===== src/sv/gate_press_release_fsm_assert.svh =====
// assertion macros for the gate press/release block
`ifndef GATE_PRESS_RELEASE_FSM_ASSERT_SVH
`define GATE_PRESS_RELEASE_FSM_ASSERT_SVH

`ifndef SYNTHESIS

// condition implies consequence in the same cycle
`define GPRF_ASSERT_SAME(label, clk, rst_n, cond, cons, msg) \
    label: assert property (@(posedge clk) disable iff (!rst_n) (cond) |-> (cons)) \
        else $error(msg);

// condition implies consequence in the next cycle
`define GPRF_ASSERT_NEXT(label, clk, rst_n, cond, cons, msg) \
    label: assert property (@(posedge clk) disable iff (!rst_n) (cond) |=> (cons)) \
        else $error(msg);

`else

`define GPRF_ASSERT_SAME(label, clk, rst_n, cond, cons, msg)
`define GPRF_ASSERT_NEXT(label, clk, rst_n, cond, cons, msg)

`endif

`endif


===== src/sv/gprf_pkg.sv =====
// shared types and constants for the gate press/release block
`default_nettype none

package gprf_pkg;

    // event codes
    localparam logic [3:0] EV_SEC_OPEN_PRESS    = 4'd0;
    localparam logic [3:0] EV_DRV_OPEN_PRESS    = 4'd1;
    localparam logic [3:0] EV_SEC_OPEN_RELEASE  = 4'd2;
    localparam logic [3:0] EV_DRV_OPEN_RELEASE  = 4'd3;
    localparam logic [3:0] EV_SEC_CLOSE_PRESS   = 4'd4;
    localparam logic [3:0] EV_DRV_CLOSE_PRESS   = 4'd5;
    localparam logic [3:0] EV_SEC_CLOSE_RELEASE = 4'd6;
    localparam logic [3:0] EV_DRV_CLOSE_RELEASE = 4'd7;
    localparam logic [3:0] EV_OPEN_LIMIT        = 4'd8;
    localparam logic [3:0] EV_CLOSE_LIMIT       = 4'd9;
    localparam logic [3:0] EV_OBSTACLE          = 4'd10;

    // field widths
    localparam int TYPE_W  = 4;
    localparam int TIME_W  = 32;
    localparam int STATE_W = 3;

    // configuration port
    localparam int CFG_ADDR_W = 3;
    localparam int CFG_DATA_W = 32;
    localparam int THR_W      = 16;
    localparam logic [THR_W-1:0] THR_RESET = 16'd500;
    localparam logic CFG_IDX_AUTO_THRESHOLD = 1'b0;

    // one input word
    typedef struct packed {
        logic [TYPE_W-1:0] req_type;
        logic [TIME_W-1:0] time_ms;
        logic              drv_open_pin;
        logic              drv_close_pin;
        logic              sec_open_pin;
        logic              sec_close_pin;
    } req_t;

    // input register contents handed to the state logic
    typedef struct packed {
        logic valid;
        req_t req;
    } stage_t;

endpackage

`default_nettype wire


===== src/sv/gprf_cfg.sv =====
// apb register holding the auto-mode hold threshold
`default_nettype none

module gprf_cfg
    import gprf_pkg::*;
(
    input  wire logic                  clk,
    input  wire logic                  rst_n,
    input  wire logic                  psel,
    input  wire logic                  penable,
    input  wire logic                  pwrite,
    input  wire logic [CFG_ADDR_W-1:0] paddr,
    input  wire logic [CFG_DATA_W-1:0] pwdata,
    output logic      [CFG_DATA_W-1:0] prdata,
    output logic                       pready,
    output logic      [THR_W-1:0]      threshold
);

    logic             thr_sel;
    logic             thr_we;
    logic [THR_W-1:0] thr_reg;
    logic [THR_W-1:0] thr_next;

    // address decode on the word index
    assign thr_sel = (paddr[CFG_ADDR_W-1:2] == CFG_IDX_AUTO_THRESHOLD);
    assign thr_we  = psel && penable && pwrite && thr_sel;
    assign thr_next = thr_we ? pwdata[THR_W-1:0] : thr_reg;

    // threshold register
    always_ff @(posedge clk or negedge rst_n)
    begin
        if (!rst_n)
        begin
            thr_reg <= THR_RESET;
        end
        else
        begin
            thr_reg <= thr_next;
        end
    end

    // read back
    always_comb
    begin
        prdata = '0;
        if (thr_sel)
        begin
            prdata = {{(CFG_DATA_W-THR_W){1'b0}}, thr_reg};
        end
    end

    assign pready    = 1'b1;
    assign threshold = thr_reg;

endmodule

`default_nettype wire


===== config.mk =====
export PLATFORM = sky130hd
export DESIGN_NAME = gprf_cfg
export DESIGN_NICKNAME = d
export VERILOG_FILES = /design/src/sv/gate_press_release_fsm_assert.svh /design/src/sv/gprf_pkg.sv /design/src/sv/gprf_cfg.sv
export SDC_FILE = /design/constraint.sdc
export NUM_CORES = 1
export LEC_CHECK = 0
export BUFFER_PORTS_ARGS = -buffer_cell sky130_fd_sc_hd__buf_4
export CAP_MARGIN = 20
export CORE_UTILIZATION = 35
export CTS_CLUSTER_SIZE = 8
export DETAILED_ROUTE_END_ITERATION = 6
export GPL_TIMING_DRIVEN = 0
export PLACE_DENSITY = 0.87
export SKIP_LAST_GASP = 1
export SLEW_MARGIN = 20
export SYNTH_ARGS = -nofsm -noshare
export SYNTH_HDL_FRONTEND = slang
export SYNTH_SLANG_ARGS = --single-unit

===== constraint.sdc =====
create_clock -name clk -period 1 [get_ports clk]
set_clock_uncertainty 0.1 [all_clocks]
set_input_delay 0.1 -clock clk [delete_from_list [all_inputs] [get_ports clk]]
set_output_delay 0.1 -clock clk [all_outputs]
set_load 0.05 [all_outputs]

Word level (Yosys, flattened, before mapping)
Cells that the tools add are included.
Word-level totals
  bits in registers: 16
  output and inout port bits: 49
  logic and storage cells: 6
Operators by class
  multiplexer cells: 1
  bitwise operators: 1
  reduce and logical (&&, ||, !) cells: 3
Operators by type and width (count)
  $mux W16: 1
  $logic_and A1 B1 Y1: 3
  $not A1 Y1: 1

Logic depth before layout (Yosys ltp)
Gate-level depths: netlist of the first run.
  depth in word-level cells: 3
  depth in mapped cells: 3

Worst setup path after synthesis of the first run
OpenSTA, ideal clock, no wires.
  path type: reg2out
  from: reg thr_reg[4] (netlist: threshold[4])
  to: out prdata[4]
  arrival: 1.445 ns
  setup slack: -0.645 ns
  stages on the path, launching flop included: 2
  path buffers: 0
  cell sequence: dfstp_2 -> nor2b_1
Between the ends
  cells in the longest elaborated chain, start to end: 1
RTL lines
  start, declared: line gprf_cfg.sv:21  | logic [THR_W-1:0] thr_reg;
  start signal, assigned: line gprf_cfg.sv:38  | thr_reg <= thr_next;
  $mux W16: line gprf_cfg.sv:46  | if (thr_sel)
  end, declared: line gprf_cfg.sv:14  | output logic [CFG_DATA_W-1:0] prdata,
No other way between the ends.

Worst setup path after layout of the first run
  from: reg thr_reg[8] (netlist: threshold[8])
  to: out prdata[8]
The elaborated chain is that of the path after synthesis.

==> results of run 1 <==
metal layers:
| layer | vias up | global-route usage | wire (um) |
|---|---|---|---|
| met5 | - | 0 | 0 |
| met4 | 0 | 0.0614 | 10 |
| met3 | 2 | 0.0374 | 238 |
| met2 | 60 | 0.506 | 1840 |
| met1 | 430 | 0.258 | 1200 |
| li1 | 410 | - | - |
stage by stage:
stage	hold slack, ns	util	instance area (um2)	power (mW)
final	0.100	0.862	2120	4.12
after global routing	0.0945	0.862	2120	4.28
after CTS	0.0939	0.821	2020	3.88
after detailed placement	-0.127	0.621	1530	2.91
after global placement	-0.133	0.621	1530	2.86
after floorplan	-0.296	-	1090	2.40
what timing repair did:
item / 4_1_cts / 5_1_grt
endpoints found under the hold margin: 32 / 0
buffers inserted: 15 / 6
resized for setup: 46 / 17
hold buffers: 17 / 0
pin swaps: 0 / 0
setup endpoints to repair: 32 / 40
logic make-up (layout without fill, tap and decap cells):
kind of cell           after synthesis  count (layout)  synth area share
buffers and inverters               19             113             0.157
other                                2              17           0.00828
DFF                                 16              16             0.450
muxes                               16              16             0.240
and+or+nand+nor                     17              17             0.145
layout by cell type, fill, tap and decap left out:
cell	n
clkbuf_8	1
dfrtp_2	10
mux2_4	16
and2b_4	6
buf_8	14
dlygate4sd3_1	17
dfstp_2	6
buf_4	42
clkbuf_4	4
conb_1	17
buf_6	35
nand4b_4	1
nor2b_4	10
layout make-up:
class	instances	area (um2)	area share
buffer	19	146	0.0691
clock buffer	4	36.3	0.0171
multi-input combinational	50	526	0.248
sequential	16	420	0.199
tap	30	37.5	0.0177
timing repair buffer	90	951	0.449
path summary, 6_finish.rpt:
kind | end | slack (ns) | depth (start not counted)
min in group clk | threshold[13]$_DFFE_PN0P_ | 0.20 | 3
worst min register to register | threshold[14]$_DFFE_PN0P_ | 0.46 | 1
max in group asynchronous | threshold[4]$_DFFE_PN1P_ | 0.44 | 2
worst max register to register | threshold[3]$_DFFE_PN0P_ | -0.12 | 3
worst max-delay path | prdata[8] | -0.38 | 2
worst min-delay path | threshold[9]$_DFFE_PN0P_ | 0.10 | 2
power by group:
part | internal (mW) | switching (mW)
Clock | 0.222 | 0.204
Combinational | 1.31 | 1.39
Sequential | 0.849 | 0.150
Total | 2.38 | 1.75
==> impl_metrics.toml, run 1 <==
[status]
failed_checks = "negative setup slack"
status = "complete, but fails checks"

[floorplan]
dieArea_um2 = 2800
core-area_um2 = 2450
start_util = 0.370
die_height_um = 52.9
rows = 18
io-pin-count = 89
fp.dieW_um = 52.9

[logic_synthesis]
ys_warn_count = 0
synth_common_cells = "buf_4, dfrtp_1, mux2_4, nor2b_1"
synth_seq_cells = 16
synth_cells = 70
syn_area_um2 = 907
synth-edff-count = 0
yosysTopAreaCell = "dfrtp_1"
synth_area_per_cell_um2 = 13.0
synth.distinct_cells = 11
synth.most_common_cell = "buf_4"
synthTopCellsByArea = "dfrtp_1, dfstp_2, mux2_4"
yosys.area.top_type_share = 0.276
async_flop_share = 1.00
synth_flop_cell = "dfrtp_1"
ys_seq_area_frac = 0.450

[worst_setup_path]
max_stage_delay_ns = 0.57
critPathBufInv = 1
slowest_stage = "dfstp_2"
cp_top_family = "flip-flops"
path_cells = "nor2b_4, buf_6"
cp-end-kind = "output port"
crit_path_start = "threshold[8]$_DFFE_PN1P_"
critPathArrivalTime_ns = 1.18
start_kind = "register"
required_ns = 0.80
r2r-start = "threshold[3]$_DFFE_PN0P_"
crit_fanout = 2
path_class = "register to output port"

[sta]
layout_min_cycle_time_ns = 1.38
setup_ws_ns = -0.384
fin_tns_setup_ns = -8.00
finalCritPeriodShare = 1.38
clock.fmax_mhz = 723
hold_viol_final = 0
setup_violations = 41
rsz0062_at_grt = "true"
maxSlewViolCount = 0

[route]
routed_wl_mm = 3.29
post_drt_wl_per_cell_um = 15.7
vias = 902
vias_per_cell = 4.32
drtIter0Drc = 6
antenna_left = 0
remaining_drc_errors = 0
drtPass1Iterations = 4

[placed_design]
pre_cts_ws_ns = -0.295
gp_congestion = 0.687
dp.cells = 168
dpl.hpwl_mm = 1.73
io_buffers = 53

[final_layout]
fillers = 111
diodes = 0
syn_to_final_growth_pct = 133
fin_cells = 209
drive_above_1_share = 0.810
largest_reg_flops = 16
nets = 220

[power_and_ir_drop]
peakVddDrop_v = 0.00160
power.leakage_nw = 1.11
powerDensity_nw_per_um2 = 1950

[clocking]
worstSkewPairLatency_ns = 0.28
cts.sink_count = 16
htree_levels = 1
tritoncts = "yes"
cts_max_path_buffers = 2
cts_made_buffers = 3
clk_pin_slew_ns = 0.10
cts_root_buf = "clkbuf_4"

[global_routing]
grt_usage = 0.249
grt_start_max_net_pins = 17
grt_first_pass_wirelength_mm = 4.74
grt_overflow = 0
grt_pass1_vias = 1005
grt_antenna_before_repair = 0

[run]
max_cap_violations = 0

[min_path]
hp-class = "input port to async pin"
(Power assumes the default switching activity.)
==> run 2: changes to the inputs <==
--- a/config.mk
+++ b/config.mk
@@ -7,11 +7,13 @@
 export LEC_CHECK = 0
 export BUFFER_PORTS_ARGS = -buffer_cell sky130_fd_sc_hd__buf_4
 export CAP_MARGIN = 20
-export CORE_UTILIZATION = 35
+export CELL_PAD_IN_SITES_DETAIL_PLACEMENT = 1
+export CELL_PAD_IN_SITES_GLOBAL_PLACEMENT = 2
+export CORE_UTILIZATION = 19
 export CTS_CLUSTER_SIZE = 8
 export DETAILED_ROUTE_END_ITERATION = 6
 export GPL_TIMING_DRIVEN = 0
-export PLACE_DENSITY = 0.87
+export PLACE_DENSITY = 0.89
 export SKIP_LAST_GASP = 1
 export SLEW_MARGIN = 20
 export SYNTH_ARGS = -nofsm -noshare
==> run 2 against run 1 <==
Effect of this change:
- the run ends with design-rule violations, negative hold slack, negative setup slack left
- critical path depth stayed put
- final cell count is 10% higher
- fmax is 5.8% higher
- sequential share of layout area is 0.46 points lower
- hold slack worse by 0.11 ns
- largest cell class unchanged
- largest power group unchanged
==> impl_metrics.toml, run 2 (synthesis results as in run 1) <==
[global_routing]
grt_antenna_before_repair = 0
grt_pass1_vias = 977
grt_first_pass_wirelength_mm = 4.83
grt_start_max_net_pins = 17
grt_usage = 0.129
grt_overflow = 0

[power_and_ir_drop]
powerDensity_nw_per_um2 = 1940
power_mw = 4.20
power.leakage_nw = 1.14
peakVddDrop_v = 0.000684

[sta]
finalCritPeriodShare = 1.31
setup_ws_ns = -0.308
whs_ns = -0.00692
rsz0062_at_grt = "true"
maxSlewViolCount = 0
hold_viol_final = 2
layout_min_cycle_time_ns = 1.31
clock.fmax_mhz = 765
setup_violations = 39

[route]
wl_met2_mm = 2.00
post_drt_wl_per_cell_um = 14.4
routed_wl_mm = 3.31
wl_met1_mm = 1.12
remaining_drc_errors = 6
vias_per_cell = 3.83
antenna_left = 0
drtPass1Iterations = 6
vias = 881
wl_met3_um = 169
drtIter0Drc = 18
route.top_layer_used = "met4"

[worst_setup_path]
critPathArrivalTime_ns = 1.11
required_ns = 0.80
r2r-start = "threshold[3]$_DFFE_PN0P_"
path_class = "register to output port"
slowest_stage = "dfstp_2"
cp-end-kind = "output port"
max_stage_delay_ns = 0.56
ff2ff_setup_slack_ns = -0.02
path_cells = "nor2b_4, buf_8"
start_kind = "register"
reg2reg_depth = 2
crit_fanout = 3
reg2reg_to = "threshold[3]$_DFFE_PN0P_"

[placed_design]
gp_congestion = 0.643
dp.cells = 190
io_buffers = 53
dpl.hpwl_mm = 2.09

[min_path]
hp-class = "input port to register"
min_to = "threshold[11]$_DFFE_PN0P_"
hold_path_depth = 2
hold_start = "pwdata[11]"

[final_layout]
syn_to_final_growth_pct = 139
multi_input_comb_area_um2 = 526
fin_cells = 230
drive_above_1_share = 0.815
nets = 219
diodes = 0
final_common_cell = "buf_4"
largest_reg_flops = 16
fillers = 457
regArea_um2 = 420
final_cell_mix = "buf_4, buf_6, buf_8, conb_1, mux2_4"

[clocking]
cts_max_path_buffers = 2
clk_pin_slew_ns = 0.07
cts.sink_count = 16
cts_made_buffers = 3
tritoncts = "yes"
htree_levels = 1
worstSkewPairLatency_ns = 0.25
cts_root_buf = "clkbuf_8"

[floorplan]
start_util = 0.203
dieArea_um2 = 5050
rows = 24
fp.dieW_um = 71.1
io-pin-count = 89
die_height_um = 71.1
core-area_um2 = 4470

[status]
failed_checks = "design-rule violations, negative hold slack, negative setup slack"
status = "complete, but fails checks"

[run]
max_cap_violations = 0
run 2: what timing repair did:
item                       CTS  global route
setup buffers               12            12
resized for setup           42            31
hold buffers                15             0
hold endpoints to repair    32             0
setup endpoints to repair   42            42
run 2: routing by layer:
metal	GRT usage	up-vias
met1	0.119	427
li1	-	406
met4	0.0333	0
met5	0	-
met2	0.277	46
met3	0.0271	2
run 2: area by class of cell:
type,count,area share
timing repair buffer,89,0.445
tap,52,0.0300
multi-input combinational,50,0.242
buffer,19,0.0676
sequential,16,0.194
clock buffer,4,0.0208
run 2: worst max-delay path by stage:
stage	endpoint	slack, ns	from	depth (start not counted)
after floorplan	prdata[4]	-0.26	threshold[4]$_DFFE_PN1P_	1
after global placement	threshold[1]$_DFFE_PN0P_	-0.28	paddr[2]	4
after detailed placement	threshold[3]$_DFFE_PN0P_	-0.33	paddr[2]	4
after CTS	prdata[4]	-0.31	threshold[4]$_DFFE_PN1P_	2
after global routing	prdata[6]	-0.34	threshold[6]$_DFFE_PN1P_	2
final	prdata[5]	-0.31	threshold[5]$_DFFE_PN1P_	2
run 2: stage by stage:
| step | hold WS (ns) | area [um2] | setup TNS (ns) | setup slack [ns] | util |
|---|---|---|---|---|---|
| after floorplan | -0.296 | 1090 | -2.37 | -0.260 | - |
| after global routing | -0.00608 | 2170 | -6.86 | -0.335 | 0.484 |
| final | -0.00692 | 2170 | -5.88 | -0.308 | 0.484 |
| after detailed placement | -0.120 | 1550 | -6.13 | -0.326 | 0.347 |
| after CTS | -0.00351 | 1990 | -5.38 | -0.307 | 0.446 |
| after global placement | -0.126 | 1550 | -5.27 | -0.282 | 0.347 |
run 2: worst max-delay path, delay by kind of cell (launching register included):
family | cells | cell delay (ns)
flip-flops | 1 | 0.56
AND/OR/NAND/NOR | 1 | 0.15
buffers and inverters | 1 | 0.15
run 2: power by group:
part | leakage, nW | switching (mW) | total (mW) | internal [mW]
clock | 0.0228 | 0.236 | 0.518 | 0.282
sequential | 0.172 | 0.140 | 0.988 | 0.849
combinational | 0.946 | 1.37 | 2.69 | 1.33
